$ cat config.mk
export PLATFORM = sky130hd
export DESIGN_NAME = rtc_epoch_calendar_counter_unit_flat
export DESIGN_NICKNAME = d
export VERILOG_FILES = /design/src/rtcc_pkg.sv /design/src/rtcc_in_if.sv /design/src/rtcc_out_if.sv /design/src/rtcc_addsub.sv /design/src/rtc_epoch_calendar_counter_unit.sv /design/src/flat_wrapper.sv
export SDC_FILE = /design/constraint.sdc
export NUM_CORES = 1
export LEC_CHECK = 0
export ABC_AREA = 1
export BUFFER_PORTS_ARGS = -buffer_cell sky130_fd_sc_hd__buf_2
export CAP_MARGIN = 10
export CELL_PAD_IN_SITES_DETAIL_PLACEMENT = 0
export CELL_PAD_IN_SITES_GLOBAL_PLACEMENT = 2
export CORE_ASPECT_RATIO = 2
export CORE_MARGIN = 3
export CORE_UTILIZATION = 25
export DETAILED_ROUTE_END_ITERATION = 12
export PLACE_DENSITY_LB_ADDON = 0.1
export SLEW_MARGIN = 20
export SYNTH_ARGS = -nofsm -noshare
export SYNTH_HDL_FRONTEND = slang
export SYNTH_HIERARCHICAL = 1
export SYNTH_SLANG_ARGS = --single-unit
$ cat constraint.sdc
create_clock -name clk_i -period 5.2 [get_ports clk_i]
set_input_delay 1.04 -clock clk_i [delete_from_list [all_inputs] [get_ports clk_i]]
set_output_delay 1.04 -clock clk_i [all_outputs]
set_load 0.01 [all_outputs]
$ cat src/rtcc_pkg.sv
// Package for the epoch-seconds calendar counter: command and status codes,
// sequencer states, shared adder request/response types and calendar constants.
// No dependencies.
`default_nettype none

package rtcc_pkg;

  // Command codes carried by an input request. Code 3 is unused and acts as a read.
  typedef enum logic [1:0] {
    CMD_TICK = 2'd0,
    CMD_SET  = 2'd1,
    CMD_READ = 2'd2
  } cmd_e;

  // Status codes returned with every result.
  localparam logic STATUS_OK  = 1'b0;
  localparam logic STATUS_BAD = 1'b1;

  // Calendar constants.
  localparam logic [31:0] SECS_LEAP_YEAR   = 32'd31622400;
  localparam logic [31:0] SECS_COMMON_YEAR = 32'd31536000;
  localparam logic [31:0] SECS_PER_DAY     = 32'd86400;
  localparam logic [31:0] SECS_PER_HOUR    = 32'd3600;
  localparam logic [31:0] SECS_PER_MINUTE  = 32'd60;
  localparam logic [31:0] SECS_ONE         = 32'd1;
  localparam logic [11:0] FIRST_YEAR       = 12'd1970;
  localparam logic [11:0] LAST_YEAR        = 12'd2099;
  localparam logic [11:0] SKIPPED_LEAP     = 12'd2100;
  localparam logic [3:0]  LAST_MONTH0      = 4'd11;

  // Sequencer states.
  typedef enum logic [3:0] {
    ST_IDLE,
    ST_E_YEAR,
    ST_E_MONTH,
    ST_E_DAY,
    ST_E_DAYFIX,
    ST_E_HOUR,
    ST_E_MIN,
    ST_E_SEC,
    ST_D_YEAR,
    ST_D_MONTH,
    ST_D_DAY,
    ST_D_HOUR,
    ST_D_MIN,
    ST_DONE
  } state_e;

  // Request to and response from the shared adder/subtractor.
  typedef struct packed {
    logic        sub;
    logic [31:0] a;
    logic [31:0] k;
  } alu_req_t;

  typedef struct packed {
    logic [31:0] sum;
    logic        ge;
  } alu_rsp_t;

  // Leap-year test. Exact over 1970..2106, where 2100 is the only century
  // that is not a leap year.
  function automatic logic is_leap(input logic [11:0] y);
    is_leap = (y[1:0] == 2'b00) && (y != SKIPPED_LEAP);
  endfunction

  // Length of a year in seconds.
  function automatic logic [31:0] year_secs(input logic [11:0] y);
    year_secs = is_leap(y) ? SECS_LEAP_YEAR : SECS_COMMON_YEAR;
  endfunction

  // Length of a month in seconds; m0 counts from 0 for January.
  function automatic logic [31:0] month_secs(input logic [3:0] m0, input logic leap);
    logic [31:0] secs;
    case (m0)
      4'd1:    secs = leap ? 32'd2505600 : 32'd2419200;
      4'd3,
      4'd5,
      4'd8,
      4'd10:   secs = 32'd2592000;
      default: secs = 32'd2678400;
    endcase
    month_secs = secs;
  endfunction

endpackage

`default_nettype wire

$ cat src/rtcc_in_if.sv
// Input channel of the calendar counter: valid/ready plus the command request.
// Depends on nothing.
`default_nettype none

interface rtcc_in_if;
  logic        valid;
  logic        ready;
  logic [1:0]  cmd;
  logic [11:0] set_year;
  logic [3:0]  set_month;
  logic [4:0]  set_day;
  logic [4:0]  set_hour;
  logic [5:0]  set_minute;
  logic [5:0]  set_second;

  modport source (
    output valid, cmd, set_year, set_month, set_day, set_hour, set_minute, set_second,
    input  ready
  );
  modport sink (
    input  valid, cmd, set_year, set_month, set_day, set_hour, set_minute, set_second,
    output ready
  );
endinterface

`default_nettype wire

$ cat src/rtcc_out_if.sv
// Output channel of the calendar counter: valid/ready plus the decoded result.
// Depends on nothing.
`default_nettype none

interface rtcc_out_if;
  logic        valid;
  logic        ready;
  logic        status;
  logic [11:0] out_year;
  logic [3:0]  out_month;
  logic [4:0]  out_day;
  logic [4:0]  out_hour;
  logic [5:0]  out_minute;
  logic [5:0]  out_second;
  logic [31:0] seconds_count;

  modport source (
    output valid, status, out_year, out_month, out_day, out_hour, out_minute,
           out_second, seconds_count,
    input  ready
  );
  modport sink (
    input  valid, status, out_year, out_month, out_day, out_hour, out_minute,
           out_second, seconds_count,
    output ready
  );
endinterface

`default_nettype wire

$ cat src/rtcc_addsub.sv
// Shared 32-bit adder/subtractor of the calendar counter sequencer.
// Depends on rtcc_pkg for the request and response types.
`default_nettype none

module rtcc_addsub (
  input  rtcc_pkg::alu_req_t req_i,
  output rtcc_pkg::alu_rsp_t rsp_o
);

  logic [31:0] operand;
  logic [32:0] total;

  // Subtraction adds the inverted operand plus one; the carry out then means a >= k.
  always_comb begin
    operand   = req_i.sub ? ~req_i.k : req_i.k;
    total     = {1'b0, req_i.a} + {1'b0, operand} + {32'd0, req_i.sub};
    rsp_o.sum = total[31:0];
    rsp_o.ge  = total[32];
  end

endmodule

`default_nettype wire

$ cat src/rtc_epoch_calendar_counter_unit.sv
// Top level of the epoch-seconds calendar counter: sequencer, state and result register.
// Depends on rtcc_pkg, rtcc_in_if, rtcc_out_if and rtcc_addsub.
`default_nettype none

//  Channel    Port       Direction  Moves
//  -------    ---------  ---------  ------------------------------------------
//  command    cmd_ch_i   in         tick / set / read request with set fields
//  result     res_ch_o   out        status, decoded calendar, seconds count
//
//  One request is taken at a time. A tick or read steps once for each whole
//  year, month, day, hour and minute that the decode walks past. A set first
//  steps once for each year after 1970 and each month, day, hour and minute
//  given. All steps go through the single 32-bit adder/subtractor, one step
//  per cycle. The result is held in an output register, so a stalled result
//  blocks only the next request's final step. Reset clears the count to
//  1970-01-01 00:00:00.

module rtc_epoch_calendar_counter_unit (
  input  wire     clk_i,
  input  wire     rst_ni,
  rtcc_in_if.sink    cmd_ch_i,
  rtcc_out_if.source res_ch_o
);

  rtcc_pkg::state_e   state_q, state_d;
  rtcc_pkg::alu_req_t alu_req;
  rtcc_pkg::alu_rsp_t alu_rsp;

  // Control state and the epoch count.
  logic [31:0] count_q, count_d;
  logic        out_valid_q, out_valid_d;

  // Working registers.
  logic [31:0] r_q, r_d;
  logic [11:0] yr_q, yr_d;
  logic [3:0]  m_q, m_d;
  logic [4:0]  d_q, d_d;
  logic [4:0]  h_q, h_d;
  logic [5:0]  mi_q, mi_d;
  logic [5:0]  n_q, n_d;
  logic        status_q, status_d;

  // Captured set fields.
  logic [11:0] set_year_q;
  logic [3:0]  set_month_q;
  logic [4:0]  set_day_q;
  logic [4:0]  set_hour_q;
  logic [5:0]  set_minute_q;
  logic [5:0]  set_second_q;

  // Result register.
  logic        res_status_q;
  logic [11:0] res_year_q;
  logic [3:0]  res_month_q;
  logic [4:0]  res_day_q;
  logic [4:0]  res_hour_q;
  logic [5:0]  res_minute_q;
  logic [5:0]  res_second_q;
  logic [31:0] res_count_q;

  logic        in_fire;
  logic        year_ok;
  logic        res_load;
  logic [3:0]  month_clamped;
  logic        month_more;

  assign in_fire  = cmd_ch_i.valid && cmd_ch_i.ready;
  assign year_ok  = cmd_ch_i.set_year inside {[rtcc_pkg::FIRST_YEAR:rtcc_pkg::LAST_YEAR]};
  assign res_load = (state_q == rtcc_pkg::ST_DONE) && (!out_valid_q || res_ch_o.ready);

  // The set month is clamped into 1..12 before the month walk.
  always_comb begin
    if (set_month_q == 4'd0) begin
      month_clamped = 4'd1;
    end else if (set_month_q > 4'd12) begin
      month_clamped = 4'd12;
    end else begin
      month_clamped = set_month_q;
    end
    month_more = ({1'b0, m_q} + 5'd1) < {1'b0, month_clamped};
  end

  rtcc_addsub u_addsub (
    .req_i (alu_req),
    .rsp_o (alu_rsp)
  );

  // Next-state logic of the sequencer.
  always_comb begin
    state_d = state_q;
    case (state_q)
      rtcc_pkg::ST_IDLE: begin
        if (in_fire) begin
          if ((cmd_ch_i.cmd == rtcc_pkg::CMD_SET) && year_ok) begin
            state_d = rtcc_pkg::ST_E_YEAR;
          end else begin
            state_d = rtcc_pkg::ST_D_YEAR;
          end
        end
      end
      rtcc_pkg::ST_E_YEAR: begin
        if (yr_q == set_year_q) state_d = rtcc_pkg::ST_E_MONTH;
      end
      rtcc_pkg::ST_E_MONTH: begin
        if (!month_more) state_d = rtcc_pkg::ST_E_DAY;
      end
      rtcc_pkg::ST_E_DAY: begin
        if (n_q == 6'd0) state_d = rtcc_pkg::ST_E_DAYFIX;
      end
      rtcc_pkg::ST_E_DAYFIX: state_d = rtcc_pkg::ST_E_HOUR;
      rtcc_pkg::ST_E_HOUR: begin
        if (n_q == 6'd0) state_d = rtcc_pkg::ST_E_MIN;
      end
      rtcc_pkg::ST_E_MIN: begin
        if (n_q == 6'd0) state_d = rtcc_pkg::ST_E_SEC;
      end
      rtcc_pkg::ST_E_SEC: state_d = rtcc_pkg::ST_D_YEAR;
      rtcc_pkg::ST_D_YEAR: begin
        if (!alu_rsp.ge) state_d = rtcc_pkg::ST_D_MONTH;
      end
      rtcc_pkg::ST_D_MONTH: begin
        if (!alu_rsp.ge || (m_q == rtcc_pkg::LAST_MONTH0)) state_d = rtcc_pkg::ST_D_DAY;
      end
      rtcc_pkg::ST_D_DAY: begin
        if (!alu_rsp.ge) state_d = rtcc_pkg::ST_D_HOUR;
      end
      rtcc_pkg::ST_D_HOUR: begin
        if (!alu_rsp.ge) state_d = rtcc_pkg::ST_D_MIN;
      end
      rtcc_pkg::ST_D_MIN: begin
        if (!alu_rsp.ge) state_d = rtcc_pkg::ST_DONE;
      end
      rtcc_pkg::ST_DONE: begin
        if (res_load) state_d = rtcc_pkg::ST_IDLE;
      end
      default: state_d = rtcc_pkg::ST_IDLE;
    endcase
  end

  // Datapath control: adder request and working register updates per state.
  always_comb begin
    alu_req     = '{sub: 1'b0, a: r_q, k: rtcc_pkg::SECS_ONE};
    count_d     = count_q;
    r_d         = r_q;
    yr_d        = yr_q;
    m_d         = m_q;
    d_d         = d_q;
    h_d         = h_q;
    mi_d        = mi_q;
    n_d         = n_q;
    status_d    = status_q;
    out_valid_d = out_valid_q;

    if (res_ch_o.ready) out_valid_d = 1'b0;
    if (res_load) out_valid_d = 1'b1;

    case (state_q)
      rtcc_pkg::ST_IDLE: begin
        alu_req.a = count_q;
        if (in_fire) begin
          status_d = rtcc_pkg::STATUS_OK;
          yr_d     = rtcc_pkg::FIRST_YEAR;
          r_d      = count_q;
          case (cmd_ch_i.cmd)
            rtcc_pkg::CMD_TICK: begin
              count_d = alu_rsp.sum;
              r_d     = alu_rsp.sum;
            end
            rtcc_pkg::CMD_SET: begin
              if (year_ok) begin
                r_d = 32'd0;
              end else begin
                status_d = rtcc_pkg::STATUS_BAD;
              end
            end
            default: ;
          endcase
        end
      end
      // Encode: accumulate whole years, months, days, hours and minutes, then the seconds.
      rtcc_pkg::ST_E_YEAR: begin
        alu_req.k = rtcc_pkg::year_secs(yr_q);
        m_d       = 4'd0;
        if (yr_q != set_year_q) begin
          r_d  = alu_rsp.sum;
          yr_d = yr_q + 12'd1;
        end
      end
      rtcc_pkg::ST_E_MONTH: begin
        alu_req.k = rtcc_pkg::month_secs(m_q, rtcc_pkg::is_leap(set_year_q));
        if (month_more) begin
          r_d = alu_rsp.sum;
          m_d = m_q + 4'd1;
        end else begin
          n_d = {1'b0, set_day_q};
        end
      end
      rtcc_pkg::ST_E_DAY: begin
        alu_req.k = rtcc_pkg::SECS_PER_DAY;
        if (n_q != 6'd0) begin
          r_d = alu_rsp.sum;
          n_d = n_q - 6'd1;
        end
      end
      // Days count from one, so one day is taken back; day zero wraps as given.
      rtcc_pkg::ST_E_DAYFIX: begin
        alu_req.sub = 1'b1;
        alu_req.k   = rtcc_pkg::SECS_PER_DAY;
        r_d         = alu_rsp.sum;
        n_d         = {1'b0, set_hour_q};
      end
      rtcc_pkg::ST_E_HOUR: begin
        alu_req.k = rtcc_pkg::SECS_PER_HOUR;
        if (n_q != 6'd0) begin
          r_d = alu_rsp.sum;
          n_d = n_q - 6'd1;
        end else begin
          n_d = set_minute_q;
        end
      end
      rtcc_pkg::ST_E_MIN: begin
        alu_req.k = rtcc_pkg::SECS_PER_MINUTE;
        if (n_q != 6'd0) begin
          r_d = alu_rsp.sum;
          n_d = n_q - 6'd1;
        end
      end
      rtcc_pkg::ST_E_SEC: begin
        alu_req.k = {26'd0, set_second_q};
        r_d       = alu_rsp.sum;
        count_d   = alu_rsp.sum;
        yr_d      = rtcc_pkg::FIRST_YEAR;
      end
      // Decode: strip whole years, months, days, hours and minutes.
      rtcc_pkg::ST_D_YEAR: begin
        alu_req.sub = 1'b1;
        alu_req.k   = rtcc_pkg::year_secs(yr_q);
        m_d         = 4'd0;
        if (alu_rsp.ge) begin
          r_d  = alu_rsp.sum;
          yr_d = yr_q + 12'd1;
        end
      end
      rtcc_pkg::ST_D_MONTH: begin
        alu_req.sub = 1'b1;
        alu_req.k   = rtcc_pkg::month_secs(m_q, rtcc_pkg::is_leap(yr_q));
        d_d         = 5'd0;
        if (alu_rsp.ge && (m_q != rtcc_pkg::LAST_MONTH0)) begin
          r_d = alu_rsp.sum;
          m_d = m_q + 4'd1;
        end
      end
      rtcc_pkg::ST_D_DAY: begin
        alu_req.sub = 1'b1;
        alu_req.k   = rtcc_pkg::SECS_PER_DAY;
        h_d         = 5'd0;
        if (alu_rsp.ge) begin
          r_d = alu_rsp.sum;
          d_d = d_q + 5'd1;
        end
      end
      rtcc_pkg::ST_D_HOUR: begin
        alu_req.sub = 1'b1;
        alu_req.k   = rtcc_pkg::SECS_PER_HOUR;
        mi_d        = 6'd0;
        if (alu_rsp.ge) begin
          r_d = alu_rsp.sum;
          h_d = h_q + 5'd1;
        end
      end
      rtcc_pkg::ST_D_MIN: begin
        alu_req.sub = 1'b1;
        alu_req.k   = rtcc_pkg::SECS_PER_MINUTE;
        if (alu_rsp.ge) begin
          r_d  = alu_rsp.sum;
          mi_d = mi_q + 6'd1;
        end
      end
      default: ;
    endcase
  end

  // Control state and the epoch count.
  always_ff @(posedge clk_i or negedge rst_ni) begin
    if (!rst_ni) begin
      state_q     <= rtcc_pkg::ST_IDLE;
      count_q     <= 32'd0;
      out_valid_q <= 1'b0;
    end else begin
      state_q     <= state_d;
      count_q     <= count_d;
      out_valid_q <= out_valid_d;
    end
  end

  // Working registers and captured request fields.
  always_ff @(posedge clk_i) begin
    r_q      <= r_d;
    yr_q     <= yr_d;
    m_q      <= m_d;
    d_q      <= d_d;
    h_q      <= h_d;
    mi_q     <= mi_d;
    n_q      <= n_d;
    status_q <= status_d;
    if (in_fire) begin
      set_year_q   <= cmd_ch_i.set_year;
      set_month_q  <= cmd_ch_i.set_month;
      set_day_q    <= cmd_ch_i.set_day;
      set_hour_q   <= cmd_ch_i.set_hour;
      set_minute_q <= cmd_ch_i.set_minute;
      set_second_q <= cmd_ch_i.set_second;
    end
  end

  // Result register, loaded when the decode is done and the slot is free.
  always_ff @(posedge clk_i) begin
    if (res_load) begin
      res_status_q <= status_q;
      res_year_q   <= yr_q;
      res_month_q  <= m_q + 4'd1;
      res_day_q    <= d_q + 5'd1;
      res_hour_q   <= h_q;
      res_minute_q <= mi_q;
      res_second_q <= r_q[5:0];
      res_count_q  <= count_q;
    end
  end

  assign cmd_ch_i.ready         = (state_q == rtcc_pkg::ST_IDLE);
  assign res_ch_o.valid         = out_valid_q;
  assign res_ch_o.status        = res_status_q;
  assign res_ch_o.out_year      = res_year_q;
  assign res_ch_o.out_month     = res_month_q;
  assign res_ch_o.out_day       = res_day_q;
  assign res_ch_o.out_hour      = res_hour_q;
  assign res_ch_o.out_minute    = res_minute_q;
  assign res_ch_o.out_second    = res_second_q;
  assign res_ch_o.seconds_count = res_count_q;

endmodule

`default_nettype wire
$ cat src/flat_wrapper.sv
// flat-port wrapper written by rule: the top's interface ports become plain ports
module rtc_epoch_calendar_counter_unit_flat 
  (clk_i, rst_ni, cmd_ch_i_valid, cmd_ch_i_cmd, cmd_ch_i_set_year, cmd_ch_i_set_month, cmd_ch_i_set_day, cmd_ch_i_set_hour, cmd_ch_i_set_minute, cmd_ch_i_set_second, cmd_ch_i_ready, res_ch_o_valid, res_ch_o_status, res_ch_o_out_year, res_ch_o_out_month, res_ch_o_out_day, res_ch_o_out_hour, res_ch_o_out_minute, res_ch_o_out_second, res_ch_o_seconds_count, res_ch_o_ready);
  rtcc_in_if cmd_ch_i_i ();
  rtcc_out_if res_ch_o_i ();
  input  wire clk_i;
  input  wire rst_ni;
  input wire logic [$bits(cmd_ch_i_i.valid)-1:0] cmd_ch_i_valid;
  input wire logic [$bits(cmd_ch_i_i.cmd)-1:0] cmd_ch_i_cmd;
  input wire logic [$bits(cmd_ch_i_i.set_year)-1:0] cmd_ch_i_set_year;
  input wire logic [$bits(cmd_ch_i_i.set_month)-1:0] cmd_ch_i_set_month;
  input wire logic [$bits(cmd_ch_i_i.set_day)-1:0] cmd_ch_i_set_day;
  input wire logic [$bits(cmd_ch_i_i.set_hour)-1:0] cmd_ch_i_set_hour;
  input wire logic [$bits(cmd_ch_i_i.set_minute)-1:0] cmd_ch_i_set_minute;
  input wire logic [$bits(cmd_ch_i_i.set_second)-1:0] cmd_ch_i_set_second;
  output wire logic [$bits(cmd_ch_i_i.ready)-1:0] cmd_ch_i_ready;
  output wire logic [$bits(res_ch_o_i.valid)-1:0] res_ch_o_valid;
  output wire logic [$bits(res_ch_o_i.status)-1:0] res_ch_o_status;
  output wire logic [$bits(res_ch_o_i.out_year)-1:0] res_ch_o_out_year;
  output wire logic [$bits(res_ch_o_i.out_month)-1:0] res_ch_o_out_month;
  output wire logic [$bits(res_ch_o_i.out_day)-1:0] res_ch_o_out_day;
  output wire logic [$bits(res_ch_o_i.out_hour)-1:0] res_ch_o_out_hour;
  output wire logic [$bits(res_ch_o_i.out_minute)-1:0] res_ch_o_out_minute;
  output wire logic [$bits(res_ch_o_i.out_second)-1:0] res_ch_o_out_second;
  output wire logic [$bits(res_ch_o_i.seconds_count)-1:0] res_ch_o_seconds_count;
  input wire logic [$bits(res_ch_o_i.ready)-1:0] res_ch_o_ready;
  assign cmd_ch_i_i.valid = cmd_ch_i_valid;
  assign cmd_ch_i_i.cmd = cmd_ch_i_cmd;
  assign cmd_ch_i_i.set_year = cmd_ch_i_set_year;
  assign cmd_ch_i_i.set_month = cmd_ch_i_set_month;
  assign cmd_ch_i_i.set_day = cmd_ch_i_set_day;
  assign cmd_ch_i_i.set_hour = cmd_ch_i_set_hour;
  assign cmd_ch_i_i.set_minute = cmd_ch_i_set_minute;
  assign cmd_ch_i_i.set_second = cmd_ch_i_set_second;
  assign cmd_ch_i_ready = cmd_ch_i_i.ready;
  assign res_ch_o_valid = res_ch_o_i.valid;
  assign res_ch_o_status = res_ch_o_i.status;
  assign res_ch_o_out_year = res_ch_o_i.out_year;
  assign res_ch_o_out_month = res_ch_o_i.out_month;
  assign res_ch_o_out_day = res_ch_o_i.out_day;
  assign res_ch_o_out_hour = res_ch_o_i.out_hour;
  assign res_ch_o_out_minute = res_ch_o_i.out_minute;
  assign res_ch_o_out_second = res_ch_o_i.out_second;
  assign res_ch_o_seconds_count = res_ch_o_i.seconds_count;
  assign res_ch_o_i.ready = res_ch_o_ready;
  rtc_epoch_calendar_counter_unit u_core (.clk_i(clk_i), .rst_ni(rst_ni), .cmd_ch_i(cmd_ch_i_i), .res_ch_o(res_ch_o_i));
endmodule
==> load_flow_metrics.sql <==
INSERT INTO impl_metrics (metric_group, metric, value, unit) VALUES
('critical_path', 'worstSetupStartpointType', 'flip-flop', ''),
('clock_tree', 'clock_path_buffers', '3', ''),
('synth', 'yosysSeqAreaShare', '50.3', '%'),
('clock_tree', 'tritoncts', 'built', ''),
('sta', 'rsz0062_at_grt', 'no', ''),
('sta', 'relSlewSlack', '34.9', '%'),
('sta', 'finalMaxSlewViolations', '0', ''),
('grt', 'number_of_antenna_violations_at_the_first_check_in_global_routing', '0', ''),
('clock_tree', 'ctsRootBufferMaster', 'sky130_fd_sc_hd__clkbuf_16', ''),
('critical_path', 'crit_path_max_fanout', '32', ''),
('route', 'detailroute.wirelength.met2', '27400', 'microns'),
('route', 'drt-vias-per-instance', '4.35', ''),
('critical_path', 'critical_path_capture_point_type', 'flip-flop', ''),
('synth', 'postSynthRegisterBits', '217', ''),
('sta', 'worst_margin_slew', '0.972', 'ns'),
('grt', 'all_layer_gr_usage', '16.7', '%'),
('route', 'drt-pass1-iter-count', '5', ''),
('floorplan', 'coreArea', '0.0495', 'sq mm'),
('route', 'routed-wl-met3', '1360', 'microns'),
('cells_and_area', 'num-fill-cells', '5381', ''),
('clock_tree', 'path_clk_slew', '0.07', 'ns'),
('critical_path', 'path_common_cell', 'sky130_fd_sc_hd__nand2_1', ''),
('critical_path', 'cp_slowest_stage_delay', '0.49', 'ns'),
('route', 'initialDrtViolationCount', '424', ''),
('clock_tree', 'holdBufCountCts', '0', ''),
('grt', 'grt_first_pass_wirelength', '65100', 'microns'),
('sta', 'post-route-period-util', '92.1', '%'),
('clock_tree', 'tritoncts.num_buffers', '24', ''),
('grt', 'grt.overflow.total', '0', ''),
('hold_path', 'worst_hold_path_type', 'flip-flop to flip-flop', ''),
('cells_and_area', 'area.growth.synth_to_final', '18.2', '%'),
('route', 'wl', '44500', 'microns'),
('critical_path', 'critical-path-top-delay-family', 'simple AND/OR/NAND/NOR gates', ''),
('critical_path', 'required', '5.43', 'ns'),
('sta', 'post-route-min-period', '4.79', 'ns'),
('clock_tree', 'htree_depth', '1', ''),
('route', 'dr.max_layer_used', 'met4', ''),
('synth', 'postSynthAreaPerCell', '8.68', 'sq um'),
('critical_path', 'cp.buffers_inverters', '4', ''),
('route', 'drcViolationCount', '0', ''),
('floorplan', 'starting_density_of_the_core', '25.4', '%'),
('sta', 'hold_violations', '0', ''),
('grt', 'number_of_global_route_vias_before_repair', '10319', ''),
('clock_tree', 'clock_sinks', '217', ''),
('job', 'cap_viol_max_count', '0', ''),
('critical_path', 'critPathArrivalTime', '5.02', 'ns'),
('synth', 'synthesized_netlist_cell_count', '1451', ''),
('route', 'wirelength_met1', '14600', 'microns'),
('route', 'antenna_left', '0', ''),
('status', 'run_status', 'finished clean', ''),
('critical_path', 'cpMaxStageDelayCell', 'sky130_fd_sc_hd__edfxtp_1', ''),
('sta', 'finalClockSkew', '0.0208', 'ns'),
('floorplan', 'floorplan.die.height', '323', 'microns'),
('clock_tree', 'worstSkewPairLatency', '0.56', 'ns'),
('route', 'detailroute.via_count', '9812', ''),
('cells_and_area', 'nets', '1686', ''),
('sta', 'finalSetupViolations', '0', ''),
('floorplan', 'io_pins', '117', ''),
('critical_path', 'setup.worst_path.class', 'flip-flop to flip-flop', ''),
('route', 'drt-wirelength-per-cell', '19.7', 'microns'),
('sta', 'achievable-frequency', '209', 'MHz'),
('placed_design', 'gp_congestion', '0.849', ''),
('floorplan', 'die_w', '165', 'microns'),
('placed_design', 'port-buffer-count', '116', ''),
('grt', 'grt_max_degree', '41', ''),
('synth', 'syn-cell-area', '0.0126', 'sq mm'),
('floorplan', 'fp.dieArea', '0.0532', 'sq mm'),
('synth', 'synth.lib_cells_used.distinct', '49', ''),
('placed_design', 'post-dp-hpwl', '34100', 'microns'),
('synth', 'ys.warnings.count', '6', ''),
('cells_and_area', 'post_route_cells_drive_above_1_share', '16.9', '%'),
('floorplan', 'floorplan.rows', '115', ''),
('sta', 'totalNegativeSetupSlack', '0', 'ns');
placed cells by master, fill, tap and decap left out, types with 4 or more instances in the layout:
cell type                   Yosys  routed
sky130_fd_sc_hd__o21bai_1       5       4
sky130_fd_sc_hd__a21oi_1       49      47
sky130_fd_sc_hd__conb_1         1       9
sky130_fd_sc_hd__nand3_1       94      94
sky130_fd_sc_hd__inv_2          9       9
sky130_fd_sc_hd__inv_1        194     194
sky130_fd_sc_hd__o21ai_0       46      46
sky130_fd_sc_hd__clkbuf_16      0      25
sky130_fd_sc_hd__a21oi_2        3       4
sky130_fd_sc_hd__clkbuf_1       3       9
sky130_fd_sc_hd__edfxtp_1     180     180
sky130_fd_sc_hd__xor2_1        48      48
sky130_fd_sc_hd__nand4_1       10      10
sky130_fd_sc_hd__dfrtp_1       37      37
sky130_fd_sc_hd__buf_4          0      15
sky130_fd_sc_hd__xnor2_1       15      15
sky130_fd_sc_hd__buf_2         13     116
sky130_fd_sc_hd__o21ai_1       36      36
sky130_fd_sc_hd__buf_12         0       5
sky130_fd_sc_hd__nor2_2         8       8
sky130_fd_sc_hd__nand2_2       20      20
sky130_fd_sc_hd__nand2_1      425     425
sky130_fd_sc_hd__o21ai_2       26      26
sky130_fd_sc_hd__or2_2          7       7
sky130_fd_sc_hd__nor2_4         4       7
sky130_fd_sc_hd__nor2_1       107     104
sky130_fd_sc_hd__nor3_1        24      24
sky130_fd_sc_hd__ha_1          47      47
synth_stat cells (all sizes together):
cell type  count  area, sq um
inv          205          774
and2           3         22.5
nor4           1         12.5
or2            7         43.8
nand2        448         1750
nand4         10         62.6
buf           23          155
fa             1         20.0
o21ai        109          654
o22ai          1         6.26
xor2          48          420
nor2         121          537
nor3          27          156
xnor2         15          131
ha            47          588
nand3         98          518
a22oi          1         7.51
o31ai          2         15.0
conb           1         3.75
dfrtp         37          926
a31oi          1         6.26
o211ai         1         7.51
clkbuf         4         18.8
o21bai         5         37.5
edfxtp       180         5410
nor3b          1         7.51
a21oi         53          288
o2111ai        1         8.76
layout make-up:
type | instances | area (sq um) | area share (%)
repair buffers | 136 | 793 | 5.33
well taps | 643 | 805 | 5.41
diodes | 1 | 2.50 | 0.0168
inverters | 205 | 774 | 5.20
clock inverters | 7 | 95.1 | 0.639
flip-flops and latches | 217 | 6330 | 42.5
clock buffers | 37 | 701 | 4.71
multi-input cells | 1010 | 5380 | 36.2
worst paths after layout:
check                      slack (ns)                           from                               end  cells after the start
min in group asynchronous        0.60                         rst_ni    u_core/count_q[20]$_DFFE_PN0P_                      2
setup / recovery                 0.41    u_core/m_q[0]$_SDFFCE_PP0P_           u_core/r_q[4]$_DFFE_PP_                     26
setup reg to reg                 0.41    u_core/m_q[0]$_SDFFCE_PP0P_           u_core/r_q[4]$_DFFE_PP_                     26
max in group asynchronous        4.10                         rst_ni     u_core/count_q[5]$_DFFE_PN0P_                      2
hold reg to reg                  0.44  u_core/status_q$_SDFFCE_PN0P_  u_core/res_ch_o.status$_DFFE_PP_                      0
hold / removal                   0.44  u_core/status_q$_SDFFCE_PN0P_  u_core/res_ch_o.status$_DFFE_PP_                      0
metal layers:
metal / global-route usage (%) / up-vias
met5: 0 / -
met1: 15.2 / 4598
li1: - / 5002
met4: 5.02 / 0
met2: 36.6 / 161
met3: 1.77 / 51
timing repair:
action / CTS / global route
setup endpoints to repair: 0 / 45
setup buffers: 0 / 1
resized for setup: 0 / 1
hold endpoints to repair: 0 / 0
through the flow:
stage               instances  utilization [%]  setup WS, ns  cell area [sq um]  hold WS (ns)
finish                   2256             30.1         0.410              14900         0.442
global placement         2209             28.4         0.118              14100         0.411
floorplan                1459                -         0.360              12600         0.400
global route             2255             30.1        0.0281              14900         0.464
detailed placement       2209             28.4         0.153              14100         0.426
CTS                      2253             30.0        0.0938              14800         0.443
flip-flops by register name, summed over array words and instances, names as in the netlist, 5 cells and up:
name and flops:
u_core/mi_q 6, u_core/set_minute_q 6, u_core/set_day_q 5, u_core/yr_q 12, u_core/set_second_q 6, u_core/set_year_q 12
u_core/res_ch_o.out_minute 6, u_core/h_q 5, u_core/d_q 5, u_core/res_ch_o.seconds_count 32, u_core/res_ch_o.out_second 6, u_core/set_hour_q 5
u_core/count_q 32, u_core/n_q 6, u_core/r_q 32, u_core/res_ch_o.out_day 5, u_core/res_ch_o.out_year 12, u_core/res_ch_o.out_hour 5
cell families after synthesis:
family                   synth area share (%)
AND/OR/NAND/NOR                          24.7
adder cells (fa/ha/maj)                  4.83
other                                  0.0298
flip-flops                               50.3
buffers and inverters                    7.53
XOR/XNOR                                 4.38
AO/OA/AOI/OAI                            8.19
Power is left out: the tool's default activity adds up to more than one toggle a clock period on the data nets, which glitch-free logic cannot reach.
